<file path="config.mk">
export PLATFORM = sky130hd
export DESIGN_NAME = pixel_brightness_fade
export DESIGN_NICKNAME = d
export VERILOG_FILES = /design/src/pbf_pkg.sv /design/src/pbf_fade.sv /design/src/pixel_brightness_fade.sv
export SDC_FILE = /design/constraint.sdc
export NUM_CORES = 1
export LEC_CHECK = 0
export ABC_AREA = 1
export BUFFER_PORTS_ARGS = -buffer_cell sky130_fd_sc_hd__buf_2
export CAP_MARGIN = 20
export CORE_AREA = 2 2 213 215
export DETAILED_ROUTE_END_ITERATION = 7
export DIE_AREA = 0 0 215 217
export GPL_TIMING_DRIVEN = 1
export HOLD_SLACK_MARGIN = 0.1
export PLACE_DENSITY = 0.68
export SLEW_MARGIN = 20
export SYNTH_ARGS = -nofsm -noshare
export SYNTH_HDL_FRONTEND = slang
export SYNTH_SLANG_ARGS = --single-unit
</file>
<file path="constraint.sdc">
create_clock -name clock -period 6.98 [get_ports clock]
set_input_delay 1.396 -clock clock [delete_from_list [all_inputs] [get_ports clock]]
set_output_delay 1.396 -clock clock [all_outputs]
set_load 0.005 [all_outputs]
</file>
<file path="src/pbf_pkg.sv">
`timescale 1ns / 1ps
// Shared widths and result flag layout for the pixel brightness fade block.
package pbf_pkg;

   localparam int COMP_W   = 8;   // one colour component
   localparam int STEP_W   = 8;   // signed fade step
   localparam int CSR_IDX_W = 2;  // register index width

   // register indexes of the configuration port
   typedef enum logic [CSR_IDX_W-1:0] {
      CSR_TARGET_RED   = 2'd0,
      CSR_TARGET_GREEN = 2'd1,
      CSR_TARGET_BLUE  = 2'd2
   } csr_index_type;

   // rsp tuser, lowest bit first: pixel_done, frame_done
   typedef struct packed {
      logic frame_done;
      logic pixel_done;
   } rsp_flags_type;

endpackage

</file>
<file path="src/pbf_fade.sv">
`timescale 1ns / 1ps
// One colour component of the fade: dim by scaling or brighten towards target.
module pbf_fade
   import pbf_pkg::*;
(
   input  logic [COMP_W-1:0]        comp_in,
   input  logic signed [STEP_W-1:0] step,
   input  logic [COMP_W-1:0]        target,
   output logic [COMP_W-1:0]        comp_out,
   output logic                     hit
);

   // dimming: factor 256+step equals the raw step bits when step is negative
   logic [2*COMP_W-1:0]   dim_prod;
   logic [COMP_W-1:0]     dim_scaled;
   logic signed [COMP_W+1:0] dim_sum;

   // brightening: step is 0..127 here
   logic [2*COMP_W-2:0]   br_prod;
   logic [COMP_W-2:0]     br_inc;
   logic [COMP_W-2:0]     br_inc_eff;
   logic [COMP_W:0]       br_sum;

   assign dim_prod   = comp_in * $unsigned(step);
   assign dim_scaled = dim_prod[2*COMP_W-1:COMP_W];
   assign dim_sum    = $signed({2'b00, comp_in}) + $signed({{2{step[STEP_W-1]}}, step});

   assign br_prod    = target * step[STEP_W-2:0];
   assign br_inc     = br_prod[2*COMP_W-2:COMP_W];
   assign br_inc_eff = (br_inc == '0) ? (COMP_W-1)'(1) : br_inc;
   assign br_sum     = {1'b0, comp_in} + {2'b00, br_inc_eff};

   always_comb begin
      if (step[STEP_W-1]) begin
         if (dim_scaled == comp_in) begin
            // scaling had no effect: subtract the step magnitude instead
            if (dim_sum <= 0) begin
               comp_out = '0;
               hit      = 1'b1;
            end else begin
               comp_out = dim_sum[COMP_W-1:0];
               hit      = 1'b0;
            end
         end else begin
            comp_out = dim_scaled;
            hit      = (dim_scaled == '0);
         end
      end else begin
         if (br_sum >= {1'b0, target}) begin
            comp_out = target;
            hit      = 1'b1;
         end else begin
            comp_out = br_sum[COMP_W-1:0];
            hit      = 1'b0;
         end
      end
   end

endmodule

</file>
<file path="src/pixel_brightness_fade.sv">
`timescale 1ns / 1ps
// Top level of the pixel brightness fade: input register, fade logic, result register.
//
// Usage
//   req channel: one pixel per beat (red, green, blue, signed step) with
//   tlast on the final pixel of a frame. rsp channel: the faded pixel, with
//   tuser carrying pixel_done and frame_done, tlast copied from the request.
//   csr port: write-only target colour (red, green, blue), one register per
//   index; write only while no pixels are in flight.
// Path: a beat accepted on req passes the input register and one pass of the
//   fade logic into the result register, from which it is offered on rsp.
// Throughput: one pixel per cycle unless rsp stalls; each colour component has its
//   own multipliers (8x8 for dimming, 8x7 for brightening), nothing shared.
// Reset: synchronous, active high; empties both stages, clears the targets
//   to black and re-arms the frame-done tracker.
// Stall: while rsp_tready is low the result register holds its beat; the
//   input register still takes one more beat, after which req_tready drops
//   until the result is taken. No beat is dropped or repeated.
// frame_done is the AND of pixel_done over the frame so far and is only
//   reported on the tlast beat; the tracker re-arms after each tlast beat.
module pixel_brightness_fade
   import pbf_pkg::*;
(
   input  logic                 clock,
   input  logic                 reset,
   // request stream
   input  logic                 req_tvalid,
   output logic                 req_tready,
   input  logic [31:0]          req_tdata,  // red_in, green_in, blue_in, step
   input  logic                 req_tlast,  // last_pixel
   // result stream
   output logic                 rsp_tvalid,
   input  logic                 rsp_tready,
   output logic [23:0]          rsp_tdata,  // red_out, green_out, blue_out
   output logic [1:0]           rsp_tuser,  // pixel_done, frame_done
   output logic                 rsp_tlast,  // last_out
   // configuration
   input  logic                 csr_we,
   input  logic [CSR_IDX_W-1:0] csr_index,
   input  logic [COMP_W-1:0]    csr_wdata
);

   // target colour registers
   logic [COMP_W-1:0] tgt_red_ff, tgt_green_ff, tgt_blue_ff;

   // input register
   logic              in_valid_ff, in_valid_in;
   logic [31:0]       in_data_ff;
   logic              in_last_ff;

   // result register
   logic              out_valid_ff, out_valid_in;
   logic [23:0]       out_data_ff;
   rsp_flags_type     out_flags_ff;
   logic              out_last_ff;

   // frame tracker
   logic              frame_all_done_ff, frame_all_done_in;

   logic              out_free;   // result register can take a beat
   logic              move;       // input register hands its beat on
   logic              take;       // request beat accepted

   logic [COMP_W-1:0] red_fade, green_fade, blue_fade;
   logic              red_hit, green_hit, blue_hit;
   logic              pix_done, acc_done;
   logic signed [STEP_W-1:0] in_step;

   assign out_free   = !out_valid_ff || rsp_tready;
   assign move       = in_valid_ff && out_free;
   assign req_tready = !in_valid_ff || out_free;
   assign take       = req_tvalid && req_tready;

   assign in_step = $signed(in_data_ff[31:24]);

   pbf_fade u_fade_red (
      .comp_in  (in_data_ff[7:0]),
      .step     (in_step),
      .target   (tgt_red_ff),
      .comp_out (red_fade),
      .hit      (red_hit)
   );

   pbf_fade u_fade_green (
      .comp_in  (in_data_ff[15:8]),
      .step     (in_step),
      .target   (tgt_green_ff),
      .comp_out (green_fade),
      .hit      (green_hit)
   );

   pbf_fade u_fade_blue (
      .comp_in  (in_data_ff[23:16]),
      .step     (in_step),
      .target   (tgt_blue_ff),
      .comp_out (blue_fade),
      .hit      (blue_hit)
   );

   assign pix_done = red_hit && green_hit && blue_hit;
   assign acc_done = frame_all_done_ff && pix_done;

   always_comb begin
      in_valid_in       = take ? 1'b1 : (move ? 1'b0 : in_valid_ff);
      out_valid_in      = move ? 1'b1 : (rsp_tready ? 1'b0 : out_valid_ff);
      frame_all_done_in = frame_all_done_ff;
      if (move) begin
         frame_all_done_in = in_last_ff ? 1'b1 : acc_done;
      end
   end

   // control state
   always_ff @(posedge clock) begin
      if (reset) begin
         in_valid_ff       <= 1'b0;
         out_valid_ff      <= 1'b0;
         frame_all_done_ff <= 1'b1;
      end else begin
         in_valid_ff       <= in_valid_in;
         out_valid_ff      <= out_valid_in;
         frame_all_done_ff <= frame_all_done_in;
      end
   end

   // targets: reset to black
   always_ff @(posedge clock) begin
      if (reset) begin
         tgt_red_ff   <= '0;
         tgt_green_ff <= '0;
         tgt_blue_ff  <= '0;
      end else if (csr_we) begin
         case (csr_index)
            CSR_TARGET_RED:   tgt_red_ff   <= csr_wdata;
            CSR_TARGET_GREEN: tgt_green_ff <= csr_wdata;
            CSR_TARGET_BLUE:  tgt_blue_ff  <= csr_wdata;
            default: ;  // unused index, ignored
         endcase
      end
   end

   // payload registers, no reset
   always_ff @(posedge clock) begin
      if (take) begin
         in_data_ff <= req_tdata;
         in_last_ff <= req_tlast;
      end
      if (move) begin
         out_data_ff             <= {blue_fade, green_fade, red_fade};
         out_flags_ff.pixel_done <= pix_done;
         out_flags_ff.frame_done <= in_last_ff && acc_done;
         out_last_ff             <= in_last_ff;
      end
   end

   assign rsp_tvalid = out_valid_ff;
   assign rsp_tdata  = out_data_ff;
   assign rsp_tuser  = out_flags_ff;
   assign rsp_tlast  = out_last_ff;

   // frame_done implies this pixel itself was done
   assert property (@(posedge clock) disable iff (reset)
      rsp_tvalid && out_flags_ff.frame_done |-> out_flags_ff.pixel_done)
      else $error("frame_done without pixel_done");

   // frame_done only on the last pixel of a frame
   assert property (@(posedge clock) disable iff (reset)
      rsp_tvalid && out_flags_ff.frame_done |-> rsp_tlast)
      else $error("frame_done on a non-last beat");

   // tracker is re-armed after a last pixel moves on
   assert property (@(posedge clock) disable iff (reset)
      move && in_last_ff |=> frame_all_done_ff)
      else $error("frame tracker not re-armed after last pixel");

   // a stalled input stage keeps its beat
   assert property (@(posedge clock) disable iff (reset)
      in_valid_ff && !out_free |=> in_valid_ff && $stable(in_data_ff))
      else $error("input register lost a beat under stall");

   // a beat moving on always lands in the result register
   assert property (@(posedge clock) disable iff (reset)
      move |=> out_valid_ff)
      else $error("result register missed a beat");

endmodule

</file>
==> results by stage, run 1 <==
Placed design:
- During placement, the flow inserted port buffers numbering 76.
- The estimated wirelength of the detail-placed design is 43300 um.
- The final estimated routing congestion in global placement is 0.925.

Die:
- The floorplan has 78 rows.
- The horizontal extent of the die is 215 um.
- The area of the core region is 44700 sq um.
- The count of pins on the block boundary is 77.
- The initial utilization of the core area, before any placement, comes to 41.1%.
- The die extent in y is 217 um.
- The area of the die is 46700 sq um.

Critical path:
- The cell repeated most along the worst path is nand2_1.
- The largest fanout on the critical path is 13.
- The worst setup path is launched from a flip-flop.
- The type of element capturing the critical path is a flip-flop.
- Data arrives at the worst endpoint at 7310 ps.
- The worst path required time is 7070 ps.
- The critical path is of the flip-flop to flip-flop type.
- In this design, the stage delay of the slowest critical-path cell is 540 ps.
- The largest individual stage delay along the critical path comes from the cell fa_1.

Logic synthesis:
- The top cell type by area accounts for 21.3% of the synthesized area.
- After synthesis, flip-flops and latches occupy 12.8% of the total area.
- The number of nets in the synthesized netlist is 3043.
- The main flop type after synthesis is edfxtp_1.
- After synthesis the netlist holds a flip-flop and latch count of 87.
- The synthesized area per cell is 7.25 sq um.
- The library cell with the largest summed area after synthesis is fa_1.
- By area the synthesized netlist is led by fa_1 21%, ha_1 18%, nand2_1 14%, inv_1 12%, edfxtp_1 9.8%.
- The number of enable-type register cells in the synthesized netlist is 60.
- The mapped netlist covers 18400 sq um.
- In the synthesized netlist, the number of instances is 2533.
- In this run, distinct cell masters in the synthesized netlist total 59.
- Of all flip-flops after synthesis, the portion carrying an async set or reset was 0%.
- The number of warnings printed during yosys synthesis is 0.

Timing:
- The post-route clock skew is 16.7 ps.
- The final number of setup-violating endpoints is 27.
- The worst hold slack after final layout is 504 ps.
- The portion of the clock cycle consumed by the worst path in the final layout is 103%.
- The actual transition at the worst max-transition pin is 760 ps.
- Derived from the worst setup path, the maximum achievable clock frequency is 138 MHz.
- Across all setup checks in the final design, the least slack found is -241 ps.
- The hold violation total from the final report came to 0.
- The worst slew margin relative to its limit is 49.4%.
- The final-layout setup total negative slack is -2840 ps.
- Setup repair after global routing could not meet its margin everywhere.
- The time the worst path needs with I/O delays and setup is 7220 ps.
- The number of slew-limit violations in the final report is 0.

Clocking:
- TritonCTS built the clock tree.
- The H-tree depth is 3.
- The later pin in the worst-skew pair is clocked with a latency of 370 ps.
- The number of buffers created by CTS is 9.
- The clock passes through at most 2 buffers.
- The hold-fix buffer count after cts is 0.
- The TritonCTS sink count is 87.
- The clock-pin slew on the worst setup and hold paths is 70 ps.
- The cell at the root of the clock tree is clkbuf_16.

Pwr:
- The analysis attributes to cell leakage a power of 0.0128 uW.
- The portion of total power attributed to combinational logic is 70.9%.
- Sequential cells account for 15.1% of the total power.
- The proportion of total power due to net switching is 49.5%.
- The total power per unit cell area is 214 nW/um^2.
- Across the VDD grid, the largest voltage drop is 229 uV.
- Per report_power, the clock group accounts for 14.0% of the total.
- The analysis attributes to net switching a power of 2270 uW.
- The cell-internal power is 2310 uW.

Route:
- After detailed routing, the average wire length per cell comes to 16.1 um.
- For this run, design rule violations remaining after detail routing come to 0.
- After the first detailed-routing iteration, the DRC count stood at 1073.
- The final antenna-violating net count is 0.
- The post-detailed-routing wire length is 53100 um.
- The iteration count of the initial detailed-routing pass is 6.
- Detailed routing inserted a total of 16773 vias.
- The mean number of vias per cell is 5.09.

Global route:
- The number of global-route vias before repair is 16877.
- Global routing used 22.6% of the available tracks across all layers.
- The global-route wire length before repair is 84700 um.
- The number of antenna violations at the first check in global routing came to 2.
- The aggregate global routing overflow is 0.
- The pin count of the biggest net entering global routing is 29.

Cells and area:
- The share of cells above drive strength 1 is 15.7%.
- The library cell used most frequently in the layout, excluding fill and tap cells, is nand2_1.
- From synthesis to final layout, the design area changed by 16.6%.
- Leaving out fill and tap cells, the most frequent cells in the layout are 647 x nand2_1, 570 x inv_1, 253 x ha_1.
- In the final design database the tool counted 3198 nets.
- Measured on the finished design, the core utilization comes to 47.9%.
- Counting the fill cells in the layout gives 4449.
- The antenna diode count is 0.

Run status:
- The run finished, with violations left.
- The final reports fail on negative setup slack.

Worst hold path:
- The type of the worst min-delay path is flip-flop to flip-flop.

Run:
- The number of max-cap violations is 0.
cell usage after synthesis, types with 6 or more instances:
| master | n |
|---|---|
| edfxtp_1 | 60 |
| nand2_1 | 677 |
| nor2_1 | 100 |
| nand3_1 | 114 |
| nand4_1 | 17 |
| buf_1 | 11 |
| xor2_1 | 41 |
| xnor2_1 | 22 |
| buf_2 | 9 |
| a211oi_1 | 23 |
| fa_1 | 195 |
| nand3b_1 | 8 |
| a21o_1 | 6 |
| o21bai_1 | 8 |
| nand2_2 | 11 |
| dfxtp_1 | 27 |
| nor3_1 | 16 |
| clkbuf_1 | 77 |
| o21ai_0 | 49 |
| ha_1 | 267 |
| nor2_2 | 6 |
| a32oi_1 | 10 |
| a21oi_1 | 126 |
| inv_1 | 586 |
state kept, by name (all words and copies together) (netlist names):
register and cells:
rsp_tuser 2, tgt_red_ff 8, in_last_ff 1, rsp_tdata 24, in_data_ff 32, rsp_tvalid 1, tgt_green_ff 8, rsp_tlast 1
tgt_blue_ff 8, in_valid_ff 1, frame_all_done_ff 1
power groups by stage:
stage / combinational, uW / sequential, uW / clock, uW
floorplan: 2270 / 653 / 0
global placement: 3010 / 700 / 0
detailed placement: 3080 / 698 / 0
CTS: 3160 / 689 / 643
global route: 3660 / 695 / 664
finish: 3250 / 691 / 639
metrics by stage:
stage	total power, uW	cells	setup WS (ps)	area (sq um)
finish	4580	3293	-241	21400
detailed placement	3770	3238	-267	20200
floorplan	2920	2533	-82.8	18600
CTS	4490	3274	-94.9	20900
global placement	3710	3238	-158	20200
global route	5020	3293	-632	21400
timing repair:
item | CTS | global route
resized for setup | 46 | 90
pin swaps | 35 | 55
gates cloned | 1 | 0
setup buffers | 19 | 19
endpoints found under the setup margin | 27 | 27
logic make-up after synthesis:
kind of cell / Yosys count / share of synthesized area, %
xor+xnor: 67 / 3.39
simple gates: 976 / 22.1
compound gates: 253 / 8.17
fa+ha+maj: 462 / 39.5
buf+inv: 688 / 14.2
flops: 87 / 12.8
layer usage:
metal  up-vias  global-route usage [%]  wire length, um
met1      7978                    28.2            21800
li1       8120                       -                -
met3       124                    4.42             3930
met2       547                    39.5            25500
met5         -                       0               21
met4         4                    7.29             1850
final cells by class:
class	instances	area, sq um	share of cell area [%]
Clock buffer	9	225	1.05
Multi-Input combinational cell	1758	14000	65.4
Sequential cell	87	2340	10.9
Tap cell	600	751	3.51
Timing Repair Buffer	243	1700	7.93
Inverter	589	2220	10.4
Clock inverter	7	159	0.742
path summary, 6_finish.rpt:
kind,from,end,slack [ps],cells past startpoint
worst max register to register,in_data_ff[30],rsp_tdata[1],-240,40
worst min-delay path,frame_all_done_ff,frame_all_done_ff,500,2
worst min register to register,frame_all_done_ff,frame_all_done_ff,500,2
worst max-delay path,in_data_ff[30],rsp_tdata[1],-240,40
worst max-delay path, delay by kind of cell (launching register included):
| family | cells | cell delay (ps) |
|---|---|---|
| fa+ha+maj | 8 | 3120 |
| compound gates | 7 | 820 |
| flops | 1 | 480 |
| xor+xnor | 1 | 210 |
| buf+inv | 9 | 950 |
| simple gates | 15 | 1340 |
Power figures use the tool's default switching activity.
==> run 2, diff against run 1 <==
--- a/config.mk
+++ b/config.mk
@@ -13,7 +13,7 @@
 export DIE_AREA = 0 0 215 217
 export GPL_TIMING_DRIVEN = 1
 export HOLD_SLACK_MARGIN = 0.1
-export PLACE_DENSITY = 0.68
+export PLACE_DENSITY = 0.58
 export SLEW_MARGIN = 20
 export SYNTH_ARGS = -nofsm -noshare
 export SYNTH_HDL_FRONTEND = slang
==> constraint.sdc (replaced) <==
create_clock -name clock -period 6.1 [get_ports clock]
set_input_delay 1.22 -clock clock [delete_from_list [all_inputs] [get_ports clock]]
set_output_delay 1.22 -clock clock [all_outputs]
set_load 0.005 [all_outputs]
==> run 2 against run 1 <==
Global-route usage grew 1.6 points. Cell count grew 2.8%. Worst setup slack lost 820 ps. Sequential share of layout area shrank 0.39 points. Clock-buffer cell count is the same. First-iteration DRC count shrank 9.8%. Highest routed layer is now met4. The flow still finishes with violations (negative setup slack). Largest cell class unchanged. Die area is the same. Register-to-register slack lost 820 ps.
==> results by stage, run 2 (same netlist as run 1, synthesis figures left out) <==
Pwr:
- The proportion of total power due to net switching is 50.4%.
- The proportion of power drawn by the clock network is 12.0%.
- The static leakage power is 0.0133 uW.
- The cell-internal power is 2630 uW.
- Sequential cells burn 14.5% of the power.
- The total power per unit cell area is 239 nW/um^2.
- The total net switching power is 2680 uW.
- Summing internal, switching and leakage power gives 5310 uW.
- Combinational logic burns 73.5% of the power.
- The worst-case vdd ir drop is 181 uV.

Timing:
- The worst hold slack after final layout is 509 ps.
- The actual transition at the worst max-transition pin is 684 ps.
- The fmax is 140 MHz.
- The final-layout setup total negative slack is -24960 ps.
- Setup repair after global routing could not meet its margin everywhere.
- The portion of the clock cycle consumed by the worst path in the final layout is 117%.
- The number of slew-limit violations in the final report is 0.
- Headroom to the max-slew limit came out at 54.4%.
- The post-route clock skew is 9.55 ps.
- The worst path setup slack after routing is -1060 ps.
- The final number of setup-violating endpoints is 27.
- The hold violation total from the final report is 0.
- The worst path in the final design needs a cycle of 7160 ps, including I/O delays and setup.

Critical path:
- The largest single stage delay on the critical path is 510 ps.
- Together, buffers and inverters on the worst path number 17.
- The critical path startpoint category is a flip-flop.
- Counting stages on the worst path, the most repeated cell is buf_4.
- The startpoint-to-endpoint class of the critical path is flip-flop to flip-flop.
- The type of element capturing the critical path is a flip-flop.
- Of all nets on the critical path, the largest fanout is 5.
- The cell family with the largest share of critical-path delay is adder cells.
- The worst path required time is 6200 ps.
- The cell with the largest stage delay on the worst path is edfxtp_1.
- The arrival time at the worst endpoint is 7270 ps.

Worst hold path:
- The type of the worst min-delay path is flip-flop to flip-flop.

Global route:
- The number of antenna violations at the first check in global routing came to 1.
- The number of global-route vias before repair is 17276.
- The first global-routing pass estimated 89300 um of wire.
- The aggregate global routing overflow is 0.
- For this run, the total global-route usage over all layers was measured as 24.2%.
- The pin count of the biggest net entering global routing is 39.

Placed design:
- The estimated wirelength of the detail-placed design is 45900 um.
- After detailed placement, the total cell area comes to 20900 sq um.
- Port buffering added 76 buffers.
- The final estimated routing congestion in global placement is 0.943.

Die:
- The die is 217 um tall.
- The core region is 44700 sq um.
- The area of the die is 46700 sq um.
- The count of pins on the block boundary is 77.
- The placement row count is 78.
- Measured along the x axis, the die boundary spans 215 um.
- The initial core utilization is 41.1%.

Route:
- The detailed-route DRC error count is 0.
- The iteration count of the initial detailed-routing pass is 6.
- The via count is 16948.
- The detailed router finished its first iteration with 968 violations.
- Wires add up to 55900 um.
- Dividing the detail-routed via count by the number of cells gives 5.01.
- The final routed wire length divided by cell count is 16.5 um.
- The final antenna-violating net count is 0.

Cells and area:
- The post-route netlist has 18.8% of its cells at a drive strength greater than 1.
- The leading cell type in the layout, fill and taps excluded is nand2_1.
- The flip-flop count of the largest register, all copies and words added is 32.
- The final-stage net count is 3290.
- Once layout is done, the placed cells without fillers occupy 22200 sq um.
- The area growth from synthesis to layout is 20.9%.
- The library cells used most frequently in the layout, excluding fill and tap cells, are 641 x nand2_1, 572 x inv_1, 253 x ha_1.
- The final core area utilization is 49.7%.
- The register with the most flip-flops in the final layout is in_data_ff.

Run status:
- The final reports fail on negative setup slack.
- The flow ran to the end, but the final reports show violations.

Clocking:
- The clock-pin slew on the worst setup and hold paths is 70 ps.
- The H-tree was split into 3 levels.
- The TritonCTS sink count is 87.
- The number of clock buffers added by TritonCTS is 9.
- The clock tree from TritonCTS is built.
- The clock reaches the later pin of the worst-skew pair after 370 ps.
- Counting along the longest clock path gives a buffer depth of 2.
- The cell at the root of the clock tree is clkbuf_16.

Run:
- Across the run, the number of max-cap violations was 0.
-- run 2: cell types whose count changed in the layout (fill, tap and decap cells not counted), sizes merged --
cell	change
buf	+91
bufinv	-3
inv	+3
clkinv	+1
diode	+1
-- run 2: metal layers --
metal	GRT usage (%)	wire length [um]	up-vias	part of all wire, %
li1	-	-	8302	-
met1	30.3	24200	8111	43
met2	42.9	27300	437	49
met3	3.80	2600	98	4.6
met4	7.49	1790	0	3.2
met5	0	0	-	0
-- run 2: cell type report --
cell class / count / area [sq um]
timing repair buffer: 334 / 2440
clock inverter: 7 / 101
fill: 4485 / 22500
clock buffer: 9 / 225
timing repair inverter: 1 / 6.26
inverter: 589 / 2240
antenna: 1 / 2.50
sequential: 87 / 2340
tap: 600 / 751
multi-input combinational: 1758 / 14100
-- run 2: power groups by stage --
| stage | Sequential [uW] | Clock, uW | Combinational [uW] |
|---|---|---|---|
| 6_report | 769 | 639 | 3910 |
| 5_1_grt | 772 | 673 | 4440 |
| 4_1_cts | 766 | 646 | 3790 |
| 3_5_place_dp | 777 | 0 | 3660 |
| 3_3_place_gp | 780 | 0 | 3600 |
| 2_1_floorplan | 747 | 0 | 2590 |
-- run 2: path summary, 6_finish.rpt --
path                      from                 to  slack, ps  cells after the start
min          frame_all_done_ff  frame_all_done_ff        510                      2
min reg2reg  frame_all_done_ff  frame_all_done_ff        510                      2
max             in_data_ff[30]      rsp_tdata[21]      -1060                     41
max reg2reg     in_data_ff[30]      rsp_tdata[21]      -1060                     41
-- run 2: worst reg2reg max path, delay by kind of cell, from the launching register on --
kind	cells	cell delay, ps
xor+xnor	2	300
simple gates	8	640
fa+ha+maj	7	2750
compound gates	7	840
buf+inv	17	1850
flops	1	510
-- run 2: repair_timing --
action                                  CTS  global route
endpoints found under the setup margin   27            27
pin swaps                                53            21
gates cloned                              1             1
resized for setup                        71            85
hold buffers                              0             0
buffers inserted                         33            10
-- run 2: metrics by stage --
step           setup WS (ps)  std cells
2_1_floorplan           -963       2533
3_3_place_gp           -1030       3324
3_5_place_dp           -1180       3324
4_1_cts                 -905       3374
5_1_grt                -1380       3385
6_report               -1060       3386
